File: src/sv/mtls_pkg.sv
// ----------------------------------------------------------------------------
// mtls_pkg
// Types and constants shared by the task scheduler controller and datapath.
// ----------------------------------------------------------------------------
`default_nettype none

package mtls_pkg;

	localparam int PCT_SCALE = 100;
	localparam int LOAD_W    = 7;

	typedef enum logic [1:0] {
		KIND_FREE,
		KIND_READY,
		KIND_DELAYED,
		KIND_WAITING
	} kind_t;

	typedef enum logic [2:0] {
		OP_CREATE,
		OP_DELAY,
		OP_WAIT,
		OP_RELEASE,
		OP_TICK,
		OP_YIELD
	} op_t;

	typedef enum logic [1:0] {
		ST_OK,
		ST_NO_SLOT,
		ST_ZERO,
		ST_NO_MATCH
	} status_t;

	typedef enum logic [4:0] {
		CMD_NONE,
		CMD_LOAD,
		CMD_SET_STATUS,
		CMD_CREATE,
		CMD_PARK,
		CMD_UNLINK,
		CMD_APPEND,
		CMD_RESCHED,
		CMD_REL_INIT,
		CMD_SC_INC,
		CMD_SC_LOAD,
		CMD_STEP,
		CMD_MARK_HIT,
		CMD_TICK,
		CMD_SAVE_NEXT,
		CMD_COUNT_REL,
		CMD_ADVANCE,
		CMD_DIV_START,
		CMD_EMIT
	} cmd_t;

	typedef enum logic [4:0] {
		S_IDLE,
		S_DISPATCH,
		S_C_APPEND,
		S_P_UNLINK,
		S_P_APPEND,
		S_RESCHED,
		S_REL_CHECK,
		S_REL_CMP,
		S_REL_NEXT,
		S_R_UNLINK,
		S_R_APPEND,
		S_T_CHECK,
		S_T_CMP,
		S_T_UNLINK,
		S_T_APPEND,
		S_T_ADV,
		S_DIV,
		S_DIV_WAIT,
		S_FIN
	} state_t;

	typedef struct packed {
		cmd_t    cmd;
		kind_t   kind;
		status_t status;
	} ctrl_cmd_t;

	typedef struct packed {
		logic       core_ok;
		logic [2:0] op;
		logic       value_zero;
		logic       count_full;
		logic       run_valid;
		logic       cur_valid;
		logic       sc_done;
		logic       sc_skip;
		logic       msg_match;
		logic       tick_due;
		logic       div_done;
		logic       out_free;
	} dp_stat_t;

	// List number of a non-free kind.
	function automatic logic [1:0] list_of(kind_t k);
		return 2'(k) - 2'd1;
	endfunction

endpackage

`default_nettype wire

File: src/sv/mtls_div.sv
// ----------------------------------------------------------------------------
// mtls_div
// Restoring divider for the load figure, one quotient bit per cycle.
// ----------------------------------------------------------------------------
`default_nettype none

module mtls_div (
	input  wire logic                        clk,
	input  wire logic                        arst_n,
	input  wire logic                        start,
	input  wire logic [15:0]                 rate,
	input  wire logic [15:0]                 snap,
	output logic                             done,
	output logic [mtls_pkg::LOAD_W-1:0]      quot
);
	import mtls_pkg::*;

	logic        busy_q;
	logic [2:0]  bit_q;
	logic [22:0] rem_q;
	logic [15:0] den_q;
	logic [LOAD_W-1:0] quot_q;
	logic [22:0] num;
	logic [22:0] trial;

	assign num   = 23'(rate - snap) * 23'(PCT_SCALE);
	assign trial = {7'd0, den_q} << bit_q;
	assign done  = !busy_q;
	assign quot  = quot_q;

	always_ff @(posedge clk or negedge arst_n) begin
		if (!arst_n) begin
			busy_q <= 1'b0;
			quot_q <= '0;
		end else if (start) begin
			quot_q <= '0;
			if (rate == 16'd0 || snap >= rate) begin
				busy_q <= 1'b0;
			end else begin
				busy_q <= 1'b1;
			end
		end else if (busy_q) begin
			if (rem_q >= trial) begin
				quot_q[bit_q] <= 1'b1;
			end
			if (bit_q == 3'd0) begin
				busy_q <= 1'b0;
			end
		end
	end

	always_ff @(posedge clk) begin
		if (start) begin
			rem_q <= num;
			den_q <= rate;
			bit_q <= 3'(LOAD_W - 1);
		end else if (busy_q) begin
			if (rem_q >= trial) begin
				rem_q <= rem_q - trial;
			end
			bit_q <= bit_q - 3'd1;
		end
	end

endmodule

`default_nettype wire

File: src/sv/mtls_datapath.sv
// ----------------------------------------------------------------------------
// mtls_datapath
// Task lists, per-core counters, slot memories and the result register.
// ----------------------------------------------------------------------------
`default_nettype none

module mtls_datapath #(
	parameter int NUM_CORES      = 4,
	parameter int TASKS_PER_CORE = 8
) (
	input  wire logic                 clk,
	input  wire logic                 arst_n,
	input  wire mtls_pkg::ctrl_cmd_t  cmd,
	output mtls_pkg::dp_stat_t        stat,
	input  wire logic [2:0]           s_tuser,
	input  wire logic [47:0]          s_tdata,
	input  wire logic                 tick_rate_we,
	input  wire logic [15:0]          tick_rate_wdata,
	output logic                      m_tvalid,
	input  wire logic                 m_tready,
	output logic [31:0]               m_tdata
);
	import mtls_pkg::*;

	localparam int CW  = (NUM_CORES > 1) ? $clog2(NUM_CORES) : 1;
	localparam int SI  = $clog2(TASKS_PER_CORE);
	localparam int LW  = $clog2(TASKS_PER_CORE + 1);
	localparam int AW  = CW + SI;
	localparam int SCW = $clog2(NUM_CORES + 1);
	localparam logic [LW-1:0] NO_LINK = LW'(TASKS_PER_CORE);

	// Item registers.
	logic [2:0]    op_q;
	logic [CW-1:0] core_q;
	logic          core_ok_q;
	logic [31:0]   value_q;
	logic          idle_req_q;

	// Walk registers.
	logic [CW-1:0]  wc_q;
	logic [LW-1:0]  cur_q;
	logic [LW-1:0]  nxt_q;
	logic [SCW-1:0] sc_q;

	// Result registers.
	status_t       status_q;
	logic [SI-1:0] slot_out_q;
	logic [CW-1:0] core_out_q;
	logic [LW-1:0] rel_q;

	// Per-core state.
	logic [LW-1:0] run_q   [NUM_CORES];
	logic [LW-1:0] idle_q  [NUM_CORES];
	logic [31:0]   tick_q  [NUM_CORES];
	logic [15:0]   icnt_q  [NUM_CORES];
	logic [15:0]   frame_q [NUM_CORES];
	logic [15:0]   snap_q  [NUM_CORES];
	logic [LW-1:0] count_q [NUM_CORES];
	logic [LW-1:0] head_q  [NUM_CORES][3];
	logic [LW-1:0] tail_q  [NUM_CORES][3];

	// Per-slot links.
	kind_t         kind_q [NUM_CORES][TASKS_PER_CORE];
	logic [LW-1:0] next_q [NUM_CORES][TASKS_PER_CORE];
	logic [LW-1:0] prev_q [NUM_CORES][TASKS_PER_CORE];

	logic [15:0] rate_q;

	// Slot data memories.
	logic [31:0] rtick_mem [2**AW];
	logic [31:0] msg_mem   [2**AW];
	logic [31:0] rtick_rd_s1;
	logic [31:0] msg_rd_s1;

	logic        m_tvalid_q;
	logic [31:0] m_tdata_q;

	logic [LW-1:0]  r;
	logic           r_valid;
	logic [SI-1:0]  r_idx;
	logic [SI-1:0]  cur_idx;
	kind_t          u_kind;
	logic [LW-1:0]  u_prev;
	logic [LW-1:0]  u_next;
	logic [LW-1:0]  a_tail;
	logic [LW-1:0]  r_next;
	logic           idle_now;
	logic [15:0]    idle_new;
	logic [CW-1:0]  sc_core;
	logic [AW-1:0]  rd_addr;
	logic [AW-1:0]  wr_addr;
	logic           div_done;
	logic [LOAD_W-1:0] quot;
	logic [15:0]    div_snap;
	logic [31:0]    result;

	assign r        = run_q[core_q];
	assign r_valid  = (r != NO_LINK);
	assign r_idx    = r[SI-1:0];
	assign cur_idx  = cur_q[SI-1:0];
	assign u_kind   = kind_q[wc_q][cur_idx];
	assign u_prev   = prev_q[wc_q][cur_idx];
	assign u_next   = next_q[wc_q][cur_idx];
	assign a_tail   = tail_q[wc_q][list_of(cmd.kind)];
	assign r_next   = next_q[core_q][r_idx];
	assign sc_core  = CW'(sc_q);
	assign rd_addr  = {wc_q, cur_idx};
	assign wr_addr  = {core_q, r_idx};
	assign div_snap = core_ok_q ? snap_q[core_q] : 16'd0;

	// A tick is idle when the idle task runs, or when no task runs and none is idle.
	assign idle_now = r_valid ? (r == idle_q[core_q]) : (idle_q[core_q] == NO_LINK);
	assign idle_new = icnt_q[core_q] +
		16'((idle_now && icnt_q[core_q] != 16'hFFFF) ? 1 : 0);

	assign stat.core_ok    = core_ok_q;
	assign stat.op         = op_q;
	assign stat.value_zero = (value_q == 32'd0);
	assign stat.count_full = (count_q[core_q] >= NO_LINK);
	assign stat.run_valid  = r_valid;
	assign stat.cur_valid  = (cur_q != NO_LINK);
	assign stat.sc_done    = (sc_q == SCW'(NUM_CORES));
	assign stat.sc_skip    = (sc_q == SCW'(core_q));
	assign stat.msg_match  = (msg_rd_s1 == value_q);
	assign stat.tick_due   = (tick_q[wc_q] >= rtick_rd_s1);
	assign stat.div_done   = div_done;
	assign stat.out_free   = !m_tvalid_q || m_tready;

	mtls_div u_div (
		.clk   (clk),
		.arst_n(arst_n),
		.start (cmd.cmd == CMD_DIV_START),
		.rate  (rate_q),
		.snap  (div_snap),
		.done  (div_done),
		.quot  (quot)
	);

	always_comb begin
		result = '0;
		if (core_ok_q) begin
			result[1:0]   = status_q;
			result[4:2]   = 3'(slot_out_q);
			result[6:5]   = 2'(core_out_q);
			result[9:7]   = r_valid ? 3'(r_idx) : 3'd0;
			result[10]    = r_valid;
			result[14:11] = 4'(count_q[core_q]);
			result[21:15] = quot;
			result[25:22] = 4'(rel_q);
		end
	end

	assign m_tvalid = m_tvalid_q;
	assign m_tdata  = m_tdata_q;

	always_ff @(posedge clk or negedge arst_n) begin
		if (!arst_n) begin
			m_tvalid_q <= 1'b0;
			rate_q     <= 16'd1000;
			status_q   <= ST_OK;
			rel_q      <= '0;
			sc_q       <= '0;
			cur_q      <= NO_LINK;
			for (int c = 0; c < NUM_CORES; c++) begin
				run_q[c]   <= NO_LINK;
				idle_q[c]  <= NO_LINK;
				tick_q[c]  <= '0;
				icnt_q[c]  <= '0;
				frame_q[c] <= '0;
				snap_q[c]  <= '0;
				count_q[c] <= '0;
				for (int l = 0; l < 3; l++) begin
					head_q[c][l] <= NO_LINK;
					tail_q[c][l] <= NO_LINK;
				end
				for (int s = 0; s < TASKS_PER_CORE; s++) begin
					kind_q[c][s] <= KIND_FREE;
					next_q[c][s] <= NO_LINK;
					prev_q[c][s] <= NO_LINK;
				end
			end
		end else begin
			if (tick_rate_we) begin
				rate_q <= tick_rate_wdata;
			end
			if (cmd.cmd == CMD_EMIT) begin
				m_tvalid_q <= 1'b1;
			end else if (m_tready) begin
				m_tvalid_q <= 1'b0;
			end
			unique case (cmd.cmd)
				CMD_LOAD: begin
					status_q <= ST_OK;
					rel_q    <= '0;
				end
				CMD_SET_STATUS: status_q <= cmd.status;
				CMD_CREATE: begin
					count_q[core_q] <= count_q[core_q] + LW'(1);
					if (!r_valid) begin
						run_q[core_q] <= count_q[core_q];
					end
					if (idle_req_q) begin
						idle_q[core_q] <= count_q[core_q];
					end
					cur_q <= count_q[core_q];
				end
				CMD_PARK: cur_q <= r;
				CMD_UNLINK: begin
					if (u_kind != KIND_FREE) begin
						if (u_prev != NO_LINK) begin
							next_q[wc_q][u_prev[SI-1:0]] <= u_next;
						end else begin
							head_q[wc_q][list_of(u_kind)] <= u_next;
						end
						if (u_next != NO_LINK) begin
							prev_q[wc_q][u_next[SI-1:0]] <= u_prev;
						end else begin
							tail_q[wc_q][list_of(u_kind)] <= u_prev;
						end
						next_q[wc_q][cur_idx] <= NO_LINK;
						prev_q[wc_q][cur_idx] <= NO_LINK;
					end
				end
				CMD_APPEND: begin
					if (a_tail != NO_LINK) begin
						next_q[wc_q][a_tail[SI-1:0]] <= cur_q;
					end else begin
						head_q[wc_q][list_of(cmd.kind)] <= cur_q;
					end
					prev_q[wc_q][cur_idx]           <= a_tail;
					next_q[wc_q][cur_idx]           <= NO_LINK;
					tail_q[wc_q][list_of(cmd.kind)] <= cur_q;
					kind_q[wc_q][cur_idx]           <= cmd.kind;
				end
				CMD_RESCHED: begin
					if (r_valid && r_next != NO_LINK) begin
						run_q[core_q] <= r_next;
					end else begin
						run_q[core_q] <= head_q[core_q][list_of(KIND_READY)];
					end
				end
				CMD_REL_INIT: begin
					cur_q <= head_q[core_q][list_of(KIND_WAITING)];
					sc_q  <= '0;
				end
				CMD_SC_INC: sc_q <= sc_q + SCW'(1);
				CMD_SC_LOAD: begin
					cur_q <= head_q[sc_core][list_of(KIND_WAITING)];
					sc_q  <= sc_q + SCW'(1);
				end
				CMD_STEP: cur_q <= u_next;
				CMD_TICK: begin
					if (frame_q[core_q] >= rate_q) begin
						frame_q[core_q] <= '0;
						snap_q[core_q]  <= idle_new;
						icnt_q[core_q]  <= '0;
					end else begin
						frame_q[core_q] <= frame_q[core_q] + 16'd1;
						icnt_q[core_q]  <= idle_new;
					end
					tick_q[core_q] <= tick_q[core_q] + 32'd1;
					cur_q          <= head_q[core_q][list_of(KIND_DELAYED)];
				end
				CMD_COUNT_REL: rel_q <= rel_q + LW'(1);
				CMD_ADVANCE:   cur_q <= nxt_q;
				default: ;
			endcase
		end
	end

	// Item and walk payload registers.
	always_ff @(posedge clk) begin
		if (cmd.cmd == CMD_EMIT) begin
			m_tdata_q <= result;
		end
		unique case (cmd.cmd)
			CMD_LOAD: begin
				op_q       <= s_tuser;
				core_q     <= CW'(s_tdata[1:0]);
				core_ok_q  <= ({30'd0, s_tdata[1:0]} < 32'(NUM_CORES));
				value_q    <= s_tdata[33:2];
				idle_req_q <= s_tdata[42];
				slot_out_q <= '0;
				core_out_q <= '0;
			end
			CMD_CREATE: begin
				wc_q       <= core_q;
				slot_out_q <= count_q[core_q][SI-1:0];
			end
			CMD_PARK: begin
				wc_q       <= core_q;
				slot_out_q <= r_idx;
			end
			CMD_REL_INIT: wc_q <= core_q;
			CMD_SC_LOAD:  wc_q <= sc_core;
			CMD_MARK_HIT: begin
				slot_out_q <= cur_idx;
				core_out_q <= wc_q;
			end
			CMD_TICK:      wc_q  <= core_q;
			CMD_SAVE_NEXT: nxt_q <= u_next;
			default: ;
		endcase
	end

	always_ff @(posedge clk) begin
		if (cmd.cmd == CMD_PARK) begin
			if (op_q == OP_DELAY) begin
				rtick_mem[wr_addr] <= tick_q[core_q] + value_q;
			end else begin
				msg_mem[wr_addr] <= value_q;
			end
		end
		rtick_rd_s1 <= rtick_mem[rd_addr];
		msg_rd_s1   <= msg_mem[rd_addr];
	end

endmodule

`default_nettype wire

File: src/sv/mtls_ctrl.sv
// ----------------------------------------------------------------------------
// mtls_ctrl
// Sequencer that steps the datapath through each scheduler operation.
// ----------------------------------------------------------------------------
`default_nettype none

module mtls_ctrl (
	input  wire logic                clk,
	input  wire logic                arst_n,
	input  wire logic                s_tvalid,
	input  wire mtls_pkg::dp_stat_t  stat,
	output mtls_pkg::ctrl_cmd_t      cmd,
	output logic                     in_ready
);
	import mtls_pkg::*;

	state_t state_q;
	state_t state_d;

	always_ff @(posedge clk or negedge arst_n) begin
		if (!arst_n) begin
			state_q <= S_IDLE;
		end else begin
			state_q <= state_d;
		end
	end

	always_comb begin
		state_d    = state_q;
		cmd.cmd    = CMD_NONE;
		cmd.kind   = KIND_READY;
		cmd.status = ST_OK;
		in_ready   = 1'b0;
		unique case (state_q)
			S_IDLE: begin
				in_ready = 1'b1;
				if (s_tvalid) begin
					cmd.cmd = CMD_LOAD;
					state_d = S_DISPATCH;
				end
			end
			S_DISPATCH: begin
				state_d = S_DIV;
				if (stat.core_ok) begin
					unique case (stat.op) inside
						OP_CREATE: begin
							if (stat.count_full) begin
								cmd.cmd    = CMD_SET_STATUS;
								cmd.status = ST_NO_SLOT;
							end else begin
								cmd.cmd = CMD_CREATE;
								state_d = S_C_APPEND;
							end
						end
						OP_DELAY, OP_WAIT: begin
							if (stat.value_zero) begin
								cmd.cmd    = CMD_SET_STATUS;
								cmd.status = ST_ZERO;
							end else if (stat.run_valid) begin
								cmd.cmd = CMD_PARK;
								state_d = S_P_UNLINK;
							end
						end
						OP_RELEASE: begin
							if (stat.value_zero) begin
								cmd.cmd    = CMD_SET_STATUS;
								cmd.status = ST_ZERO;
							end else begin
								cmd.cmd = CMD_REL_INIT;
								state_d = S_REL_CHECK;
							end
						end
						OP_TICK: begin
							cmd.cmd = CMD_TICK;
							state_d = S_T_CHECK;
						end
						OP_YIELD: begin
							cmd.cmd = CMD_RESCHED;
						end
						default: ;
					endcase
				end
			end
			S_C_APPEND: begin
				cmd.cmd  = CMD_APPEND;
				cmd.kind = KIND_READY;
				state_d  = S_DIV;
			end
			S_P_UNLINK: begin
				cmd.cmd = CMD_UNLINK;
				state_d = S_P_APPEND;
			end
			S_P_APPEND: begin
				cmd.cmd  = CMD_APPEND;
				cmd.kind = (stat.op == OP_DELAY) ? KIND_DELAYED : KIND_WAITING;
				state_d  = S_RESCHED;
			end
			S_RESCHED: begin
				cmd.cmd = CMD_RESCHED;
				state_d = S_DIV;
			end
			S_REL_CHECK: begin
				state_d = stat.cur_valid ? S_REL_CMP : S_REL_NEXT;
			end
			S_REL_CMP: begin
				if (stat.msg_match) begin
					cmd.cmd = CMD_MARK_HIT;
					state_d = S_R_UNLINK;
				end else begin
					cmd.cmd = CMD_STEP;
					state_d = S_REL_CHECK;
				end
			end
			S_REL_NEXT: begin
				if (stat.sc_done) begin
					cmd.cmd    = CMD_SET_STATUS;
					cmd.status = ST_NO_MATCH;
					state_d    = S_DIV;
				end else if (stat.sc_skip) begin
					cmd.cmd = CMD_SC_INC;
				end else begin
					cmd.cmd = CMD_SC_LOAD;
					state_d = S_REL_CHECK;
				end
			end
			S_R_UNLINK: begin
				cmd.cmd = CMD_UNLINK;
				state_d = S_R_APPEND;
			end
			S_R_APPEND: begin
				cmd.cmd  = CMD_APPEND;
				cmd.kind = KIND_READY;
				state_d  = S_DIV;
			end
			S_T_CHECK: begin
				if (stat.cur_valid) begin
					cmd.cmd = CMD_SAVE_NEXT;
					state_d = S_T_CMP;
				end else begin
					state_d = S_RESCHED;
				end
			end
			S_T_CMP: begin
				if (stat.tick_due) begin
					cmd.cmd = CMD_COUNT_REL;
					state_d = S_T_UNLINK;
				end else begin
					cmd.cmd = CMD_ADVANCE;
					state_d = S_T_CHECK;
				end
			end
			S_T_UNLINK: begin
				cmd.cmd = CMD_UNLINK;
				state_d = S_T_APPEND;
			end
			S_T_APPEND: begin
				cmd.cmd  = CMD_APPEND;
				cmd.kind = KIND_READY;
				state_d  = S_T_ADV;
			end
			S_T_ADV: begin
				cmd.cmd = CMD_ADVANCE;
				state_d = S_T_CHECK;
			end
			S_DIV: begin
				cmd.cmd = CMD_DIV_START;
				state_d = S_DIV_WAIT;
			end
			S_DIV_WAIT: begin
				if (stat.div_done) begin
					state_d = S_FIN;
				end
			end
			S_FIN: begin
				if (stat.out_free) begin
					cmd.cmd = CMD_EMIT;
					state_d = S_IDLE;
				end
			end
			default: state_d = S_IDLE;
		endcase
	end

endmodule

`default_nettype wire

File: src/sv/multicore_task_list_scheduler.sv
// ----------------------------------------------------------------------------
// multicore_task_list_scheduler
// Per-core round robin task scheduler with ready, delayed and waiting lists.
// ----------------------------------------------------------------------------
// Usage: each request item enters on the s_ channel, with the operation code
// on s_tuser and the core, value, priority and idle flag in s_tdata. Every
// request answers with exactly one result item on the m_ channel.
// The tick rate register is written through tick_rate_we and tick_rate_wdata
// and sets the ticks per load frame; the user must write it only while no
// request is in flight, as the block itself does not enforce this.
// Each item is sequenced step by step: a tick inspects every delayed task
// and makes each due one ready; a release compares the waiting tasks of
// each core it scans until one matches. The tail of every item is the load
// divider, which produces one quotient bit per cycle; when the rate is zero
// or the idle snapshot is no smaller than the rate, it finishes at once.
// Throughput is one item at a time: the sequencer walks the linked lists
// one slot per step over a single read port of the slot memories.
// Reset clears every list, counter and link at once; the register returns
// to 1000 and no clearing pass is needed. A stalled receiver holds the
// result in the output register; the next request is still taken and runs
// up to the point where its own result needs that register.
// ----------------------------------------------------------------------------
`default_nettype none

module multicore_task_list_scheduler #(
	parameter int NUM_CORES      = 4,
	parameter int TASKS_PER_CORE = 8
) (
	input  wire logic        clk,
	input  wire logic        arst_n,
	// Request channel.
	input  wire logic        s_tvalid,
	output logic             s_tready,
	// core[1:0], value[33:2], priority_req[41:34], is_idle[42], zero above
	input  wire logic [47:0] s_tdata,
	// operation[2:0]
	input  wire logic [2:0]  s_tuser,
	// Result channel.
	output logic             m_tvalid,
	input  wire logic        m_tready,
	// status[1:0], task_slot[4:2], task_core[6:5], current_task[9:7],
	// current_valid[10], task_count[14:11], load_percent[21:15],
	// released_count[25:22], zero above
	output logic [31:0]      m_tdata,
	// Tick rate register write port.
	input  wire logic        tick_rate_we,
	input  wire logic [15:0] tick_rate_wdata
);
	import mtls_pkg::*;

	ctrl_cmd_t cmd;
	dp_stat_t  stat;

	// The controller only sequences; all scheduler state lives in the datapath.
	mtls_ctrl u_ctrl (
		.clk     (clk),
		.arst_n  (arst_n),
		.s_tvalid(s_tvalid),
		.stat    (stat),
		.cmd     (cmd),
		.in_ready(s_tready)
	);

	// Priority is accepted but not stored; scheduling is round robin.
	mtls_datapath #(
		.NUM_CORES     (NUM_CORES),
		.TASKS_PER_CORE(TASKS_PER_CORE)
	) u_dp (
		.clk            (clk),
		.arst_n         (arst_n),
		.cmd            (cmd),
		.stat           (stat),
		.s_tuser        (s_tuser),
		.s_tdata        (s_tdata),
		.tick_rate_we   (tick_rate_we),
		.tick_rate_wdata(tick_rate_wdata),
		.m_tvalid       (m_tvalid),
		.m_tready       (m_tready),
		.m_tdata        (m_tdata)
	);

endmodule

`default_nettype wire

File: config.mk
export PLATFORM = sky130hd
export DESIGN_NAME = multicore_task_list_scheduler
export DESIGN_NICKNAME = d
export VERILOG_FILES = /design/src/sv/mtls_pkg.sv /design/src/sv/mtls_div.sv /design/src/sv/mtls_datapath.sv /design/src/sv/mtls_ctrl.sv /design/src/sv/multicore_task_list_scheduler.sv
export SDC_FILE = /design/constraint.sdc
export NUM_CORES = 2
export LEC_CHECK = 0
export BUFFER_PORTS_ARGS = -buffer_cell sky130_fd_sc_hd__buf_4
export CAP_MARGIN = 20
export CORE_MARGIN = 2
export CORE_UTILIZATION = 55
export CTS_CLUSTER_SIZE = 40
export DETAILED_ROUTE_END_ITERATION = 7
export PLACE_DENSITY_LB_ADDON = 0.3
export RECOVER_POWER = 25
export SYNTH_ARGS = -nofsm -noshare
export SYNTH_HDL_FRONTEND = slang
export SYNTH_HIERARCHICAL = 1
export SYNTH_SLANG_ARGS = --single-unit
File: constraint.sdc
create_clock -name clk -period 24.7 [get_ports clk]
set_input_delay 1.235 -clock clk [delete_from_list [all_inputs] [get_ports clk]]
set_output_delay 1.235 -clock clk [all_outputs]
set_load 0.05 [all_outputs]
# == Word-level counts from Yosys, hierarchy flattened ==
# Memory sizes are Yosys's and may differ from the RTL's. A register that Yosys moved wholly into a read port is not among the register bits.
# Index checks and enable logic that the tools add are counted.
# word_totals
ff_bits,944
ram_bits,2048
inputBits,72
output_inout_bits,34
word_cells,544
memories,2
# classes
add_sub_neg,12
mul,1
magnitude_cmp,25
n_eq_ne,62
shift,1
mux,201
bitwise,21
n_reduce_logical,48
# mem_list
memory,words,width,read_ports,rd_ports_with_merged_regs,wr,line,text
u_dp.msg_mem,32,32,1,1,1,mtls_datapath.sv:71,logic [31:0] msg_mem [2**AW];
u_dp.rtick_mem,32,32,1,1,1,mtls_datapath.sv:70,logic [31:0] rtick_mem [2**AW];
# op_table
operator,count
$mux 128,10
$bwmux 128,5
$pmux 128 s2,2
$mux 32,15
$bmux 32 s2,5
$demux 32 s2,5
$and 96x96->96,3
$bwmux 64,4
$mux 48,5
$bwmux 48,4
$mux 16,12
$pmux 48 s2,2
$and 64x64->64,2
$bmux 16 s2,4
$mux 64,2
$mux 4,29
$not 96->96,1
$or 32x32->32,3
$pmux 5 s17,1
$bwmux 16,5
$eq 5x4->1 const B,16
$bmux 12 s2,3
$mux 12,6
$mux 23,3
other kinds (80),224

# == Logic depth before layout (Yosys ltp) ==
# depth
word_depth,21
ltp_mapped,36
mapped_depth_nobuf,25

# == Cells and area by module ==
# Netlist, hierarchy kept.
# by_module_without_submodules
mod,instances,cells_each,area_per_inst_um2,seq_area_each_um2
mtls_datapath,1,8740,124782.2,85530.8
mtls_div,1,674,6087.1,1411.4
mtls_ctrl,1,152,970.9,125.1

# == Worst setup path before layout ==
# No wires, ideal clock.
# synth_path
path_kind,register to register
start,reg u_dp.wc_q[0]
end,reg u_dp.slot_out_q[0] (enable)
setup_ps,302
arrival_time_ps,9699
t_required_ps,24398
slack_ps,14699
path_stages_with_launch,27
path_buffers,8
synth_period_minus_slack_ps,10001
path_cell_list,edfxtp_1 > buf_6 > buf_6 > buf_6 > buf_6 > clkbuf_1 > buf_2 > buf_1 > mux4_2 > ha_1 > a21o_1 > a21o_1 > a21o_1 > a21o_1 > a21o_1 > a21o_1 > a221oi_1 > o31a_1 > o31ai_1 > nor2b_1 > nor3_1 > a221oi_1 > o22ai_1 > clkbuf_1 > nor4_1 > or2_2 > or3_1
# synth_rtl
item,line,text
from (decl),mtls_datapath.sv:40,logic [CW-1:0] wc_q;
from (signal assigned),mtls_datapath.sv:287,wc_q <= core_q;
from (signal assigned),mtls_datapath.sv:291,wc_q <= core_q;
from (signal assigned),mtls_datapath.sv:294,CMD_REL_INIT: wc_q <= core_q;
to (signal assigned),mtls_datapath.sv:288,slot_out_q <= count_q[core_q][SI-1:0];
to (signal assigned),mtls_datapath.sv:292,slot_out_q <= r_idx;
to (signal assigned),mtls_datapath.sv:297,slot_out_q <= cur_idx;
to (decl),mtls_datapath.sv:47,logic [SI-1:0] slot_out_q;

==> key figures <==
GRT
  – Grt ovf: 0
  – Antenna violations before repair: 7
  – Vias in the first global route: around 88k
  – Largest net degree at the start of global routing: roughly 190
  – Total Routing Usage GR: 0.315
  – Global-route wire length before repair: around 570000 um

Yosys
  – Most used DFF post-synth: edfxtp_1
  – Avg Synthesized Cell Area: ~14 sq um
  – Flops & latches, synth: around 3k
  – Cell variety after synth: 115
  – Area share of the largest cell type after synthesis: 0.492
  – Fraction of registers with async set/reset: 0.271
  – XOR/XNOR Fraction of Synth Area: 0.0121
  – Synthesis Warnings: 6
  – Synthesized-area fraction occupied by adder cells: 0.0201
  – Simple-Gate Fraction of Synth Area: 0.0693
  – Area contributors post-synth: edfxtp_1 49%, dfrtp_1 14%, a22oi_1 4.8%, mux4_2 3.6%, o21ai_0 2.7%
  – Post-synthesis sequential area ratio: 0.660
  – Multiplexer area fraction after synthesis: 0.0630
  – Largest family of logic cells by synthesized area: compound AO/OA/AOI/OAI gates
  – Post-synth EDFFs: roughly 2.2k
  – Mapped cell area: about 130000 sq um
  – Cells after Synth: 9566
  – Synth Area in Compound Gates: 0.149
  – Cell taking the most area after synthesis: edfxtp_1

Route
  – DRT Pass-1 Iters: 7
  – Met3 WL: about 47000 um
  – Drt via density: 6.91
  – DRT met1 WL: between 100000 and 150000 um
  – DRC viols: 0
  – Top sig layer: met5
  – WL final: ~390000 um
  – Avg WL per Cell: roughly 30 um
  – Met2 Wirelength: 179000 um
  – Vias post-DR: 89.9k
  – Antenna-violating nets left: 0
  – DR iter-0 viols: 13.0k

STA
  – Slew headroom: -5.48
  – Fin. max-slew vios: between 1.5k and 2k
  – Final hold violations: 0
  – Final setup violation count: 0
  – Worst Clk Skew: roughly 0.089 ns
  – Fin crit period: around 13 ns
  – RSZ-0062 raised after global routing: false
  – Min setup slack post-route: 11.31 ns
  – Final Cycle Share: 0.542
  – Max Clk Rate: about 0.075 GHz
  – Worst Max-Slew Pin Slew: around 9.7 ns
  – Setup TNS: 0 ns

Clock tree
  – CTS-repair resized insts: 0
  – Worst skew pair latency: around 0.98 ns
  – CTS H-Tree Depth: 5
  – Largest buffer count on any clock path: 4
  – Clk pin slew, worst setup/hold paths: around 0.060 ns
  – Clk sink count: a little over 3k
  – # hold bufs at CTS: 0
  – Root buf cell: clkbuf_16
  – Post-CTS Repair Setup Buffers: 0
  – TritonCTS Buffers: between 300 and 400
  – CTS tree: built

Worst hold path
  – Hold Path Origin: u_dp/slot_out_q[1]$_SDFFCE_PN0P_
  – Worst Hold Class: flop to flop
  – Hold EP: u_dp/m_tdata[3]$_DFFE_PP_
  – Hold depth: 0

Run status
  – Failing checks: capacitance limit, slew limit
  – Status: complete, but fails checks

Floorplan
  – Die Span Y: 494 um
  – # rows: about 180
  – Initial Util: 0.554
  – Die X: ~490 um
  – Io pins: 106
  – Core area: 238000 sq um
  – Die Area: between 200000 and 250000 sq um

Place
  – Hpwl dp: about 220000 um
  – Routability Congestion: between 0.9 and 1
  – I/O Buffers: 86
  – Post-Place Worst Slack: 14.50 ns

Critical path
  – Reg2reg end: u_dp/rtick_mem[25][10]$_DFFE_PP_
  – CP top delay family: buffers and inverters
  – Reg2reg start: u_dp/wc_q[0]$_DFFE_PP_
  – CP Buf/Inv Count: 2
  – Critical path's largest stage delay: 7.04 ns
  – WP data required: approximately 23 ns
  – CP cell instances: clkbuf_1 -> clkbuf_1
  – Critical-path maximum fanout: roughly 190
  – Register-to-Register Path Depth: 24
  – CP arrival: around 12 ns
  – Most used cell, CP: clkbuf_1
  – Crit path launch type: input pin
  – Critical Path End Type: asynchronous set/reset pin
  – CP Class: input pin to asynchronous set/reset pin
  – R2R setup slack: approximately 14 ns
  – Slowest-stage cell, CP: clkbuf_1
  – Beginning of the critical path: arst_n

Finish
  – Multi-input gate area: roughly 42000 sq um
  – Share of cells above drive strength 1: 0.144
  – Syn-to-layout area delta: 11.4%
  – Reg area: 87100 sq um
  – # fillers: ~17k
  – # nets final: 9858

Power
  – PwrDens: between 100 and 150 nW/um^2
  – Worst VDD drop: between 0.08 and 0.09 mV
  – P_leak: 0.0517 uW

Job
  – Max-cap viol count: 35
layout by cell type (no fill, tap or decap), types with 31 or more instances in the layout:
cell | netlist | final
edfxtp_1 | 2160 | 2160
a22oi_1 | 847 | 847
nand2_1 | 729 | 726
dfrtp_1 | 724 | 721
o21ai_0 | 712 | 712
clkbuf_16 | 0 | 330
nor2_1 | 377 | 308
nand4_1 | 299 | 299
a21oi_1 | 268 | 266
buf_4 | 29 | 254
mux4_2 | 213 | 213
a22o_1 | 187 | 187
ha_1 | 180 | 180
inv_1 | 167 | 167
mux2i_1 | 154 | 154
a221oi_1 | 137 | 136
mux2_2 | 132 | 132
nand3_1 | 128 | 127
clkbuf_1 | 463 | 109
o31ai_1 | 106 | 106
o22ai_1 | 97 | 97
dfstp_2 | 103 | 97
xor2_1 | 96 | 90
o2bb2ai_1 | 85 | 85
o211ai_1 | 82 | 82
nor2_4 | 1 | 69
dfxtp_1 | 69 | 69
xnor2_1 | 86 | 66
clkinv_2 | 0 | 60
nor3_1 | 61 | 60
nor4_1 | 59 | 58
a21o_1 | 55 | 55
a31oi_1 | 53 | 53
nand2b_1 | 49 | 49
mux2_1 | 43 | 43
clkinv_1 | 3 | 42
clkbuf_4 | 0 | 34
o21a_1 | 31 | 31
worst max-delay path by stage:
stage,cells after the start,to,slack (ns)
final,2,u_dp/next_q[20]$_DFFE_PN0P_,11.31
after global routing,2,u_dp/next_q[22]$_DFFE_PN0P_,8.95
after CTS,24,u_dp/rtick_mem[25][10]$_DFFE_PP_,14.47
after detailed placement,24,u_dp/rtick_mem[25][3]$_DFFE_PP_,14.50
after global placement,24,u_dp/rtick_mem[25][3]$_DFFE_PP_,14.64
after floorplan,26,u_dp/slot_out_q[0]$_SDFFCE_PN0P_,14.70
synth_stat cells (97+ instances only):
cell type and n:
a21oi_1 268, a221oi_1 137, a22o_1 187, a22oi_1 847, clkbuf_1 463, dfrtp_1 724
dfstp_2 103, edfxtp_1 2160, ha_1 180, inv_1 167, mux2_2 132, mux2i_1 154
mux4_2 213, nand2_1 729, nand3_1 128, nand4_1 299, nor2_1 377, o21ai_0 712
o22ai_1 97, o31ai_1 106
power breakdown:
group | leakage (uW) | switching (uW) | internal (uW) | total [uW]
Sequential | 0.0311 | 156 | 6200 | 6360
Clock | 0.00501 | 1960 | 2740 | 4710
Combinational | 0.0155 | 3100 | 1380 | 4490
layout make-up:
cell class	instances	share of cell area
clock buffer	424	0.0606
inverter	171	0.00437
antenna	4	0.0000681
multi-input combinational	5677	0.287
timing repair buffer	358	0.0192
tap	3167	0.0270
sequential	3056	0.593
clock inverter	146	0.00899
flip-flops by register name (all words and copies together) (netlist names), 64 cells and up:
name	flops
u_dp/kind_q	64
u_dp/frame_q	64
u_dp/rtick_mem	1024
u_dp/next_q	128
u_dp/msg_mem	1024
u_dp/prev_q	128
u_dp/tick_q	128
u_dp/icnt_q	64
u_dp/snap_q	64
kinds of logic (layout without fill, tap and decap cells):
| kind of cell | after synthesis | count (layout) |
|---|---|---|
| AND/OR/NAND/NOR | 1889 | 1889 |
| other | 2 | 11 |
| flip-flops | 3056 | 3056 |
| AO/OA/AOI/OAI | 2856 | 2856 |
| multiplexers | 542 | 542 |
| buffers and inverters | 838 | 1099 |
| adder cells (fa/ha/maj) | 201 | 201 |
| XOR/XNOR | 182 | 182 |
per-stage QoR:
stage	util	power (uW)	cells	cell area (sq um)	hold slack, ns
2_1_floorplan	-	9290	9571	132000	0.400
4_1_cts	0.617	15500	13000	147000	0.300
3_5_place_dp	0.574	10800	12400	137000	0.406
6_report	0.617	15600	13000	147000	0.420
3_3_place_gp	0.573	10700	12400	137000	0.411
5_1_grt	0.617	16100	13000	147000	0.425
per-layer routing:
layer / global-route usage / vias to the layer above
li1: - / 37700
met1: 0.432 / 45100
met2: 0.487 / 5957
met3: 0.0764 / 1147
met4: 0.129 / 6
met5: 0 / -
Note: power is estimated with default switching activity, not from simulation.
